File: config.mk
export PLATFORM = sky130hd
export DESIGN_NAME = rrwl_fifo
export DESIGN_NICKNAME = d
export VERILOG_FILES = /design/src/hw/rtl/rrwl_fifo.sv
export SDC_FILE = /design/constraint.sdc
export NUM_CORES = 1
export LEC_CHECK = 0
export BUFFER_PORTS_ARGS = -buffer_cell sky130_fd_sc_hd__buf_4
export CORE_UTILIZATION = 48
export DETAILED_ROUTE_END_ITERATION = 12
export PLACE_DENSITY = 0.86
export SLEW_MARGIN = 20
export SYNTH_ARGS = -nofsm -noshare
export SYNTH_HDL_FRONTEND = slang
export SYNTH_SLANG_ARGS = --single-unit
File: constraint.sdc
create_clock -name clk -period 1.45 [get_ports clk]
set_input_delay 0.29 -clock clk [delete_from_list [all_inputs] [get_ports clk]]
set_output_delay 0.29 -clock clk [all_outputs]
set_load 0.05 [all_outputs]
File: src/hw/rtl/rrwl_fifo.sv
// Two-entry queue between the front end and the table engine.
// Generic payload width; no package dependency.
module rrwl_fifo #(
	parameter int unsigned W = 8
) (
	input  logic         clk,
	input  logic         arst_n,
	input  logic         push,
	input  logic [W-1:0] push_data,
	output logic         full,
	input  logic         pop,
	output logic [W-1:0] pop_data,
	output logic         empty
);

	logic [W-1:0] mem_q [2];
	logic         wr_ptr_q;
	logic         rd_ptr_q;
	logic [1:0]   count_q;

	always_ff @(posedge clk or negedge arst_n) begin
		if (!arst_n) begin
			wr_ptr_q <= 1'b0;
			rd_ptr_q <= 1'b0;
			count_q  <= 2'd0;
		end else begin
			if (push) begin
				wr_ptr_q <= !wr_ptr_q;
			end
			if (pop) begin
				rd_ptr_q <= !rd_ptr_q;
			end
			if (push && !pop) begin
				count_q <= count_q + 2'd1;
			end else if (pop && !push) begin
				count_q <= count_q - 2'd1;
			end
		end
	end

	always_ff @(posedge clk) begin
		if (push) begin
			mem_q[wr_ptr_q] <= push_data;
		end
	end

	assign full     = count_q == 2'd2;
	assign empty    = count_q == 2'd0;
	assign pop_data = mem_q[rd_ptr_q];

endmodule

==> impl_results.html <==
<table>
<tr><th>Metric</th><th>Value</th></tr>
<tr><th colspan="2">Power and ir drop</th></tr>
<tr><td>Switching Share</td><td>0.3954</td></tr>
<tr><td>Sw Pwr</td><td>916.4 uW</td></tr>
<tr><td>Seq pwr share</td><td>0.368</td></tr>
<tr><td>Internal cell power</td><td>1401 uW</td></tr>
<tr><td>Total power</td><td>2317 uW</td></tr>
<tr><td>Comb power frac</td><td>0.523</td></tr>
<tr><td>Part of the power in the clock network</td><td>0.110</td></tr>
<tr><td>Static leakage</td><td>0.0004429 uW</td></tr>
<tr><td>Pwr per Cell Area</td><td>2176 nW/um2</td></tr>
<tr><td>IR drop worst, VDD</td><td>0.9627 mV</td></tr>
<tr><th colspan="2">Job</th></tr>
<tr><td>Number of violations of the max-capacitance limit</td><td>0</td></tr>
<tr><th colspan="2">Worst setup path</th></tr>
<tr><td>Crit. End Element</td><td>output pin</td></tr>
<tr><td>Most prevalent standard cell on the critical path</td><td>sky130_fd_sc_hd__buf_6</td></tr>
<tr><td>Type of the worst setup path</td><td>reg -&gt; out</td></tr>
<tr><td>Family of cells with the greatest summed delay on the critical path</td><td>flip-flops</td></tr>
<tr><td>Peak fanout along the critical path</td><td>4</td></tr>
<tr><td>Data required time at the worst endpoint</td><td>1160 ps</td></tr>
<tr><td>Ordered cell list for the critical path</td><td>buf_6 &gt; mux2_2 &gt; buf_6</td></tr>
<tr><td>Capture point of the worst path</td><td>pop_data[5]</td></tr>
<tr><td>R2R Path End</td><td>mem_q[1][3]$_DFFE_PP_</td></tr>
<tr><td>Worst-path cell with the longest stage delay</td><td>sky130_fd_sc_hd__dfrtp_2</td></tr>
<tr><td>CP startpoint</td><td>rd_ptr_q$_DFFE_PN0P_</td></tr>
<tr><td>Count of buffering cells on the critical path with inverters included</td><td>2</td></tr>
<tr><td>R2r startpoint</td><td>wr_ptr_q$_DFFE_PN0P_</td></tr>
<tr><td>Startpoint type of the worst setup path</td><td>flip-flop</td></tr>
<tr><td>Number of cell instances on the worst register-to-register path</td><td>1</td></tr>
<tr><td>Worst R2R Setup Slack</td><td>350 ps</td></tr>
<tr><td>Arrival time worst endpoint</td><td>1300 ps</td></tr>
<tr><td>Worst stage delay on the critical path</td><td>400 ps</td></tr>
<tr><td>Number of gates on the worst path with buffers counted</td><td>3</td></tr>
<tr><th colspan="2">Hold path</th></tr>
<tr><td>Hold/Removal Path Class</td><td>in -&gt; reg</td></tr>
<tr><td>Hold path depth</td><td>2</td></tr>
<tr><th colspan="2">Place</th></tr>
<tr><td>Gpl congestion</td><td>0.6635</td></tr>
<tr><td>Placed cell count</td><td>79</td></tr>
<tr><td>Worst Setup Slack post-DPL</td><td>-10.88 ps</td></tr>
<tr><td>Half-perimeter wire length of the detailed placement result</td><td>825.6 um</td></tr>
<tr><td>Buffers added on ports</td><td>21</td></tr>
<tr><td>Total cell area at the placement stage</td><td>952.2 um2</td></tr>
<tr><th colspan="2">Clock network</th></tr>
<tr><td>Clock input transition at the sequential cells of the worst setup and hold paths</td><td>100 ps</td></tr>
<tr><td>Clock tree from TritonCTS</td><td>built</td></tr>
<tr><td>H-tree lvl count</td><td>1</td></tr>
<tr><td>Total CTS buffers</td><td>3</td></tr>
<tr><td>Root buf cell</td><td>sky130_fd_sc_hd__clkbuf_4</td></tr>
<tr><td>Clock sink count</td><td>20</td></tr>
<tr><td>Clock network latency to the later pin of the worst-skew pair</td><td>290 ps</td></tr>
<tr><td>Deepest clock path buffer count</td><td>2</td></tr>
<tr><th colspan="2">Finish</th></tr>
<tr><td>Non-filler instance count after layout</td><td>89</td></tr>
<tr><td>Synth-to-Final Area Change</td><td>38.15%</td></tr>
<tr><td>Post-route cell area</td><td>1065 um2</td></tr>
<tr><td>Net count reported at finish</td><td>87</td></tr>
<tr><td>Fraction of final layout cells sized beyond drive strength 1</td><td>0.5616</td></tr>
<tr><td>Antenna diode count</td><td>0</td></tr>
<tr><th colspan="2">Floorplanning</th></tr>
<tr><td>Row cnt</td><td>14</td></tr>
<tr><td>Starting density of the core</td><td>0.5116</td></tr>
<tr><td>Boundary Pins</td><td>22</td></tr>
<tr><td>Area of the core</td><td>1506 um2</td></tr>
<tr><td>Chip width</td><td>42.07 um</td></tr>
<tr><td>Die ar.</td><td>1770 um2</td></tr>
<tr><td>Height of the die</td><td>42.07 um</td></tr>
<tr><th colspan="2">Run status</th></tr>
<tr><td>Failing checks</td><td>negative setup slack</td></tr>
<tr><td>Outcome</td><td>finished with violations</td></tr>
<tr><th colspan="2">Route</th></tr>
<tr><td>Residual antenna-violating net count after detailed routing</td><td>0</td></tr>
<tr><td>WL per Instance</td><td>14.03 um</td></tr>
<tr><td>DRC Markers</td><td>0</td></tr>
<tr><td>Wirelength, routed</td><td>1249 um</td></tr>
<tr><td>Drt pass-1 iters</td><td>4</td></tr>
<tr><td>Initial detailed-routing violation count</td><td>8</td></tr>
<tr><td>Number of vias after detailed routing</td><td>443</td></tr>
<tr><td>Vias per cell</td><td>4.978</td></tr>
<tr><th colspan="2">Yosys</th></tr>
<tr><td>Share of synthesized area occupied by flip-flops and latches</td><td>0.7532</td></tr>
<tr><td>Post-Synthesis Mean Instance Area</td><td>18.80 um2</td></tr>
<tr><td>Synth cell types</td><td>12</td></tr>
<tr><td>Summed instance area of the synthesized netlist</td><td>770.7 um2</td></tr>
<tr><td>Yosys warns</td><td>0</td></tr>
<tr><td>Total nets after synthesis</td><td>54</td></tr>
<tr><td>Synthesized instance count</td><td>41</td></tr>
<tr><td>Yosys reg bits</td><td>20</td></tr>
<tr><th colspan="2">Global route</th></tr>
<tr><td>Global-route usage over all layers</td><td>0.1677</td></tr>
<tr><td>First-pass GRT wire length</td><td>2104 um</td></tr>
<tr><td>Largest net degree at the start of global routing</td><td>12</td></tr>
<tr><td>Antenna violations before repair</td><td>0</td></tr>
<tr><td>Remaining global-route overflow</td><td>0</td></tr>
<tr><td>Number of global-route vias before repair</td><td>483</td></tr>
<tr><th colspan="2">Timing</th></tr>
<tr><td>Setup ws final</td><td>-142.0 ps</td></tr>
<tr><td>Transition time of the tightest slew-check pin</td><td>378.9 ps</td></tr>
<tr><td>RSZ-0062 raised after global routing</td><td>yes</td></tr>
<tr><td>Remaining max-slew budget at the tightest pin</td><td>0.7474</td></tr>
<tr><td>Minimum clock period</td><td>1592 ps</td></tr>
<tr><td>Setup-violating endpoint count in the final report</td><td>8</td></tr>
<tr><td>Period Utilization, post-route</td><td>1.098</td></tr>
<tr><td>Setup_tns</td><td>-1095 ps</td></tr>
<tr><td>FMAX</td><td>628.1 MHz</td></tr>
<tr><td>Clock Skews</td><td>1.780 ps</td></tr>
<tr><td>Endpoints failing hold</td><td>0</td></tr>
<tr><td>Max-slew violation count</td><td>0</td></tr>
</table>
[cell type report]
class	instances	area, um2
clock inverters	1	3.754
fillers	107	441.7
clock buffers	3	22.52
multi-input cells	19	175.2
inverters	1	3.754
repair buffers	29	257.7
flip-flops and latches	20	581.8
well taps	16	20.02
[worst min-delay path by stage]
stage | end | from | slack (ps)
finish | rd_ptr_q$_DFFE_PN0P_ | pop | 180
global route | mem_q[0][1]$_DFFE_PP_ | push_data[1] | 170
CTS | mem_q[1][5]$_DFFE_PP_ | push_data[5] | 170
detailed placement | wr_ptr_q$_DFFE_PN0P_ | arst_n | 90
global placement | wr_ptr_q$_DFFE_PN0P_ | arst_n | 90
floorplan | count_q[0]$_DFFE_PN0P_ | arst_n | -6
[sequential cells by signal, indices dropped and copies added, names as in the netlist]
name,count
mem_q,16
count_q,2
rd_ptr_q,1
wr_ptr_q,1
[layout by cell type, fill, tap and decap left out, drive strengths merged]
| cell type | instances |
|---|---|
| buf | 28 |
| inv | 1 |
| nor2b | 1 |
| dlygate4sd3 | 1 |
| clkinv | 1 |
| and2b | 1 |
| dfrtp | 4 |
| edfxtp | 16 |
| xnor2 | 1 |
| clkbuf | 3 |
| xor2 | 4 |
| nor2 | 2 |
| mux2 | 8 |
| and2 | 1 |
| ha | 1 |
[per-layer routing]
metal,global-route usage,wire (um)
met1,0.2107,522
met5,0,0
met4,0.07500,11
met2,0.2844,660
met3,0.03017,54
[metrics by stage]
step,hold WS (ps),utilization
2_1_floorplan,-5.591,-
3_3_place_gp,89.47,0.6321
3_5_place_dp,88.33,0.6321
4_1_cts,173.4,0.6968
5_1_grt,165.2,0.7068
6_report,177.6,0.7068
[cell families (layout without fill, tap and decap cells)]
logic type	count (synthesis)	in the layout	share of synthesized area
buffers and inverters	2	34	0.01947
adders and majority gates	1	1	0.01623
DFF	20	20	0.7533
and+or+nand+nor	5	5	0.03735
xor gates and xnor gates	5	5	0.05682
muxes	8	8	0.1169
[cell usage after synthesis]
library cell	n	area [um2]
sky130_fd_sc_hd__and2_1	1	6.260
sky130_fd_sc_hd__and2b_2	1	8.760
sky130_fd_sc_hd__buf_6	1	11.26
sky130_fd_sc_hd__dfrtp_1	4	100.1
sky130_fd_sc_hd__edfxtp_1	16	480.5
sky130_fd_sc_hd__ha_1	1	12.51
sky130_fd_sc_hd__inv_1	1	3.750
sky130_fd_sc_hd__mux2_2	8	90.09
sky130_fd_sc_hd__nor2_1	2	7.510
sky130_fd_sc_hd__nor2b_1	1	6.260
sky130_fd_sc_hd__xnor2_1	1	8.760
sky130_fd_sc_hd__xor2_1	4	35.03
[power groups by stage]
stage | Combinational, uW | Clock [uW] | Sequential, uW
2_1_floorplan | 757 | 0 | 843
3_3_place_gp | 946 | 0 | 895
3_5_place_dp | 961 | 0 | 909
4_1_cts | 1180 | 259 | 854
5_1_grt | 1280 | 278 | 865
6_report | 1210 | 254 | 852
[what timing repair did]
item,CTS,global route
resized for setup,10,2
buffers inserted,4,1
endpoints found under the setup margin,8,9
endpoints found under the hold margin,4,0
hold buffers,1,0
No activity file was read; power rests on OpenSTA's default activity.
