### config.mk
export PLATFORM = sky130hd
export DESIGN_NAME = rrwl_front
export DESIGN_NICKNAME = d
export VERILOG_FILES = /design/src/hw/rtl/rrwl_pkg.sv /design/src/hw/rtl/rrwl_front.sv
export SDC_FILE = /design/constraint.sdc
export NUM_CORES = 1
export LEC_CHECK = 0
export BUFFER_PORTS_ARGS = -buffer_cell sky130_fd_sc_hd__buf_2
export CORE_MARGIN = 5
export CORE_UTILIZATION = 43
export CTS_BUF_LIST = sky130_fd_sc_hd__clkbuf_16
export CTS_CLUSTER_SIZE = 30
export DETAILED_ROUTE_END_ITERATION = 6
export PLACE_DENSITY = 0.77
export SLEW_MARGIN = 0
export SYNTH_ARGS = -nofsm -noshare
export SYNTH_HDL_FRONTEND = slang
export SYNTH_SLANG_ARGS = --single-unit
export TNS_END_PERCENT = 20
### constraint.sdc
create_clock -name clk -period 3.3 [get_ports clk]
set_input_delay 0.825 -clock clk [delete_from_list [all_inputs] [get_ports clk]]
set_output_delay 0.825 -clock clk [all_outputs]
set_load 0.01 [all_outputs]
### src/hw/rtl/rrwl_pkg.sv
// Shared types and constants for the row reader/writer lock table.
// Request and status codes, the decoded request class and parameter defaults.
// No dependencies.
package rrwl_pkg;

	localparam int unsigned ROWS_DEF       = 1024;
	localparam int unsigned OWNER_BITS_DEF = 16;
	localparam int unsigned ROW_IN_W       = 10;
	localparam int unsigned TXN_W          = 16;
	localparam int unsigned HOLDER_W       = 16;
	localparam int unsigned TIME_W         = 32;
	localparam logic [TIME_W-1:0] WAIT_LIMIT_RST = 32'd1000000;

	localparam logic [2:0] REQ_RLOCK   = 3'd0;
	localparam logic [2:0] REQ_WLOCK   = 3'd1;
	localparam logic [2:0] REQ_RUNLOCK = 3'd2;
	localparam logic [2:0] REQ_WUNLOCK = 3'd3;
	localparam logic [2:0] REQ_NONE    = 3'd4;

	typedef enum logic [2:0] {
		OP_RLOCK,
		OP_WLOCK,
		OP_RUNLOCK,
		OP_WUNLOCK,
		OP_NONE,
		OP_BAD
	} op_t;

	typedef enum logic [1:0] {
		ST_OK,
		ST_RETRY,
		ST_TIMEOUT,
		ST_UNEXP
	} status_t;

	typedef struct packed {
		op_t  op;
		logic holds;
		logic timed_out;
	} cls_t;

endpackage

### src/hw/rtl/rrwl_front.sv
// Front end: accepts requests, decodes them, folds the row index into the table
// and compares the elapsed time against the wait limit. Uses rrwl_pkg.
module rrwl_front #(
	parameter int unsigned ROWS       = rrwl_pkg::ROWS_DEF,
	parameter int unsigned OWNER_BITS = rrwl_pkg::OWNER_BITS_DEF,
	parameter int unsigned AW         = $clog2(ROWS)
) (
	input  logic                              clk,
	input  logic                              arst_n,
	input  logic                              cfg_we,
	input  logic [rrwl_pkg::TIME_W-1:0]       cfg_wdata,
	input  logic                              in_valid,
	output logic                              in_ready,
	input  logic [2:0]                        req_type,
	input  logic [rrwl_pkg::ROW_IN_W-1:0]     row_index,
	input  logic [rrwl_pkg::TXN_W-1:0]        txn_id,
	input  logic                              holds_read,
	input  logic [rrwl_pkg::TIME_W-1:0]       elapsed_time,
	input  logic                              clear_busy,
	input  logic                              q_full,
	output logic                              q_push,
	output rrwl_pkg::cls_t                    q_cls,
	output logic [AW-1:0]                     q_addr,
	output logic [OWNER_BITS-1:0]             q_txn
);
	import rrwl_pkg::*;

	localparam int unsigned MW = (AW > ROW_IN_W) ? AW : ROW_IN_W;
	localparam int unsigned TW = (OWNER_BITS > TXN_W) ? OWNER_BITS : TXN_W;

	logic [TIME_W-1:0] wait_limit_q;
	logic [MW-1:0]     row_ext;
	logic [TW-1:0]     txn_ext;
	op_t               op;

	// Remainder by the row count through shifted compare-and-subtract steps.
	function automatic logic [ROW_IN_W-1:0] row_mod(input logic [ROW_IN_W-1:0] v);
		logic [ROW_IN_W-1:0] r;
		longint unsigned     step;
		r = v;
		for (int k = ROW_IN_W - 1; k >= 0; k--) begin
			step = longint'(ROWS) << k;
			if (step < (64'd1 << ROW_IN_W)) begin
				if (64'(r) >= step) begin
					r = r - ROW_IN_W'(step);
				end
			end
		end
		return r;
	endfunction

	always_ff @(posedge clk or negedge arst_n) begin
		if (!arst_n) begin
			wait_limit_q <= WAIT_LIMIT_RST;
		end else if (cfg_we) begin
			wait_limit_q <= cfg_wdata;
		end
	end

	always_comb begin
		unique case (req_type)
			REQ_RLOCK:   op = OP_RLOCK;
			REQ_WLOCK:   op = OP_WLOCK;
			REQ_RUNLOCK: op = OP_RUNLOCK;
			REQ_WUNLOCK: op = OP_WUNLOCK;
			REQ_NONE:    op = OP_NONE;
			default:     op = OP_BAD;
		endcase
	end

	assign row_ext = MW'(row_mod(row_index));
	assign txn_ext = TW'(txn_id);

	assign in_ready        = !q_full && !clear_busy;
	assign q_push          = in_valid && in_ready;
	assign q_cls.op        = op;
	assign q_cls.holds     = holds_read;
	assign q_cls.timed_out = elapsed_time > wait_limit_q;
	assign q_addr          = row_ext[AW-1:0];
	assign q_txn           = txn_ext[OWNER_BITS-1:0];

endmodule

==> impl_table.tex <==
\begin{tabular}{lr}
\hline
Metric & Value \\
\hline
\multicolumn{2}{l}{\textbf{Logic synthesis}} \\
\quad Synth Instances & 246 \\
\quad Synth cell types & 25 \\
\quad Net Count, Synth & 378 \\
\quad Cell Area, Synth & 2150 sq um \\
\quad Top post-synthesis cells by count & sky130\_fd\_sc\_hd\_\_nand2\_1 (37), sky130\_fd\_sc\_hd\_\_ha\_1 (32), sky130\_fd\_sc\_hd\_\_inv\_1 (32), sky130\_fd\_sc\_hd\_\_o21ai\_0 (32), sky130\_fd\_sc\_hd\_\_buf\_4 (27) \\
\quad FFs w/ async S/R, synth & 100\% \\
\quad Yosys top cell area share & 29.0\% \\
\quad Syn avg cell area & 8.76 sq um \\
\quad Area leader, netlist & sky130\_fd\_sc\_hd\_\_dfrtp\_1 \\
\quad Predominant post-synthesis flop cell & sky130\_fd\_sc\_hd\_\_dfrtp\_1 \\
\quad Ys Warns & 0 \\
\quad Sequential share of the synthesized area & 37.6\% \\
\quad Most numerous cell in the Yosys netlist & sky130\_fd\_sc\_hd\_\_nand2\_1 \\
\quad Number of enable-type register cells in the synthesized netlist & 0 \\
\quad Top area cells in the synthesized netlist & sky130\_fd\_sc\_hd\_\_dfrtp\_1 (29\%), sky130\_fd\_sc\_hd\_\_ha\_1 (19\%), sky130\_fd\_sc\_hd\_\_buf\_4 (9.4\%) \\
\quad Synth Register Bits & 32 \\
\multicolumn{2}{l}{\textbf{Power}} \\
\quad Final Total Pwr & 1.13 mW \\
\quad Switching portion of total power & 26.5\% \\
\quad Share of power burned in combinational logic & 22.6\% \\
\quad Cell-internal power & 0.827 mW \\
\quad Sequential fraction of design power & 39.3\% \\
\quad Standby leakage power & 1.39 nW \\
\quad Sw Pwr & 0.299 mW \\
\quad Part of the power in the clock network & 38.0\% \\
\quad Maximum VDD drop & 0.248 mV \\
\quad Pwr/cell area & 417 nW/um\^{}2 \\
\multicolumn{2}{l}{\textbf{Worst setup path}} \\
\quad Setup Crit Path Kind & in -> out \\
\quad Critical path startpoint & elapsed\_time[19] \\
\quad Endpoint of the most critical register-to-register path & wait\_limit\_q[18] \\
\quad Setup slack on the worst flop-to-flop path & 2.47 ns \\
\quad Number of cells on the worst reg-to-reg path & 2 \\
\quad Crit path DAT & 2.40 ns \\
\quad RR Startpoint & wait\_limit\_q[18] \\
\quad Worst Path Required & 2.47 ns \\
\quad Endpoint kind of the worst setup timing path & output port \\
\quad Critical Path Source Type & primary input \\
\quad Maximum fanout encountered on the critical timing path & 3 \\
\multicolumn{2}{l}{\textbf{Drt}} \\
\quad WL met1 & 2040 um \\
\quad Routed met2 length & 2300 um \\
\quad Number of vias after detailed routing & 1,785 \\
\quad Total length of routed wires & 4770 um \\
\quad Drt first pass iters & 4 \\
\quad Routed met3 length & 367 um \\
\quad DRC violations left & 0 \\
\quad DRC violation total after the first TritonRoute iteration & 49 \\
\quad Highest metal layer used by the detailed router & met4 \\
\quad Post-DR wirelength/cell & 12.9 um \\
\quad Antenna-violating nets left & 0 \\
\quad Number of vias per cell & 4.84 \\
\multicolumn{2}{l}{\textbf{Floorplan}} \\
\quad Core Area & 4790 sq um \\
\quad Number of top-level pins & 133 \\
\quad Die Outline Area & 6530 sq um \\
\quad Effective utilization at floorplan & 45.0\% \\
\quad Total number of placement rows & 25 \\
\quad Die width & 80.8 um \\
\quad Vert. Die Dim & 80.8 um \\
\multicolumn{2}{l}{\textbf{Placed design}} \\
\quad Placement-stage cell area & 2430 sq um \\
\quad Placer congestion estimate & 0.794 \\
\quad Placed insts & 361 \\
\quad I/O Buffers & 78 \\
\quad Post-detailed-placement half-perimeter wirelength & 3630 um \\
\multicolumn{2}{l}{\textbf{Layout}} \\
\quad Area occupied by multi-input gates & 1110 sq um \\
\quad Sequential cell area & 810 sq um \\
\quad Finished layout cell area & 2700 sq um \\
\quad Area added between synthesis and finish & 25.3\% \\
\quad Max reg flops & 32 \\
\quad Top Registers & wait\_limit\_q (32) \\
\quad Antenna cells & 0 \\
\quad Fraction of final layout cells with drive strength greater than 1 & 37.4\% \\
\quad Final \#Nets & 433 \\
\quad Filler instances & 450 \\
\quad Register bank with the most flops & wait\_limit\_q \\
\quad Number of cells in the finished layout apart from fillers & 369 \\
\multicolumn{2}{l}{\textbf{STA}} \\
\quad Number of max-slew violations in the final report & 0 \\
\quad Aggregate negative setup slack & 0 ns \\
\quad Timing-limited maximum frequency & 310 MHz \\
\quad Count of endpoints failing setup in the final report & 0 \\
\quad Transition time at the pin with the least slew margin & 0.736 ns \\
\quad Final period utilization & 97.7\% \\
\quad Fin. Hold Viols & 0 \\
\quad Worst-case headroom to the max-slew limit & 51.0\% \\
\quad Clock skew & 0 ns \\
\quad Final period demand of the worst path & 3.22 ns \\
\quad Hold Worst Slack & 0.508 ns \\
\multicolumn{2}{l}{\textbf{Global routing}} \\
\quad Wire length of the first global-routing pass & 7530 um \\
\quad Pin count of the biggest net entering global routing & 35 \\
\quad Global-route total usage across every layer & 14.7\% \\
\quad Initial antenna violation count & 0 \\
\quad Number of global-route vias before repair & 1,714 \\
\quad Remaining global-route overflow & 0 \\
\multicolumn{2}{l}{\textbf{Clock network}} \\
\quad Maximum count of clock buffers along a single path & 2 \\
\quad Clock latency on the worst-skew pair & 0.27 ns \\
\quad TritonCTS buffer count & 5 \\
\quad Setup Fix Bufs, Post-CTS & 0 \\
\quad H-tree depth & 2 \\
\quad Clock-pin slew on the worst setup and hold paths & 0.05 ns \\
\quad Total clock sinks & 32 \\
\quad TritonCTS clock tree & yes \\
\quad Number of hold-repair buffers added at the cts stage & 0 \\
\quad Library cell used as clock root buffer & sky130\_fd\_sc\_hd\_\_clkbuf\_16 \\
\multicolumn{2}{l}{\textbf{Run status}} \\
\quad Status & finished clean \\
\multicolumn{2}{l}{\textbf{Min path}} \\
\quad Path class of the lowest-slack min-delay path & reg -> reg \\
\quad WHS Endpoint & wait\_limit\_q[6] \\
\quad Worst Hold Launch & wait\_limit\_q[6] \\
\quad Instance count along the most critical hold path & 2 \\
\multicolumn{2}{l}{\textbf{Flow run}} \\
\quad Max-capacitance violation count & 0 \\
\hline
\end{tabular}
==> per-stage QoR <==
stage	util, %	setup WS (ns)
global placement	50.8	-0.0779
floorplan	-	0.327
detailed placement	50.8	-0.0991
finish	56.4	0.0764
CTS	54.1	0.0229
global route	56.4	-0.0134
==> power by group through the flow <==
stage	logic [mW]	clock network [mW]	registers [mW]
after detailed placement	0.227	0	0.450
after global routing	0.300	0.463	0.446
final	0.255	0.428	0.443
after global placement	0.220	0	0.448
after CTS	0.233	0.443	0.443
after floorplan	0.169	0	0.447
==> repair_timing <==
item	CTS	global route
gates cloned	0	0
endpoints found under the hold margin	0	0
endpoints found under the setup margin	1	1
pin swaps	3	15
resized for setup	2	15
==> cell usage in the layout (no fill, tap or decap), types with 3 or more instances in the layout <==
| master | synthesis | final |
|---|---|---|
| sky130_fd_sc_hd__nand2_1 | 37 | 37 |
| sky130_fd_sc_hd__o21ai_0 | 32 | 32 |
| sky130_fd_sc_hd__a21oi_2 | 0 | 4 |
| sky130_fd_sc_hd__a21o_1 | 3 | 3 |
| sky130_fd_sc_hd__clkbuf_16 | 0 | 5 |
| sky130_fd_sc_hd__nand3_1 | 5 | 5 |
| sky130_fd_sc_hd__dfstp_2 | 7 | 7 |
| sky130_fd_sc_hd__nand4_1 | 5 | 5 |
| sky130_fd_sc_hd__buf_2 | 0 | 77 |
| sky130_fd_sc_hd__ha_4 | 0 | 6 |
| sky130_fd_sc_hd__buf_4 | 27 | 5 |
| sky130_fd_sc_hd__nor2_1 | 4 | 4 |
| sky130_fd_sc_hd__a21oi_1 | 13 | 9 |
| sky130_fd_sc_hd__inv_1 | 32 | 32 |
| sky130_fd_sc_hd__dfrtp_1 | 25 | 25 |
| sky130_fd_sc_hd__ha_1 | 32 | 26 |
==> critical path, cell delays in order <==
cell                        delay (ns)
sky130_fd_sc_hd__buf_6            0.10
sky130_fd_sc_hd__ha_4             0.21
sky130_fd_sc_hd__a21oi_2          0.15
sky130_fd_sc_hd__o21ai_2          0.08
sky130_fd_sc_hd__a221o_1          0.39
sky130_fd_sc_hd__a2111oi_4        0.39
sky130_fd_sc_hd__a21oi_2          0.10
sky130_fd_sc_hd__buf_2            0.14
==> area by class of cell <==
type                    count  area share (%)
inverters                  32            4.45
clock inverters             3           0.510
multi-input cells         147            41.2
clock buffers               5            4.63
well taps                  67            3.10
repair buffers             83            16.1
flip-flops and latches     32            30.0
==> layer usage <==
metal | vias to the layer above | GRT usage, %
met5 | - | 0
met3 | 15 | 4.21
met4 | 0 | 3.89
met1 | 812 | 18.5
met2 | 54 | 24.6
li1 | 904 | -
==> logic make-up (layout without fill, tap and decap cells) <==
family / after synthesis / after routing / synth area share, %
adder cells (fa/ha/maj): 32 / 32 / 18.6
multiplexers: 1 / 1 / 0.523
AO/OA/AOI/OAI: 56 / 56 / 14.7
AND/OR/NAND/NOR: 58 / 58 / 12.2
buffers and inverters: 67 / 123 / 16.4
flip-flops: 32 / 32 / 37.6
==> worst max path at each step <==
| stage | to | cells past startpoint |
|---|---|---|
| final | q_cls[0] | 8 |
| after detailed placement | q_cls[0] | 8 |
| after CTS | q_cls[0] | 9 |
| after floorplan | q_cls[0] | 6 |
| after global placement | q_cls[0] | 8 |
| after global routing | q_cls[0] | 8 |
No activity file was read; power rests on OpenSTA's default activity.
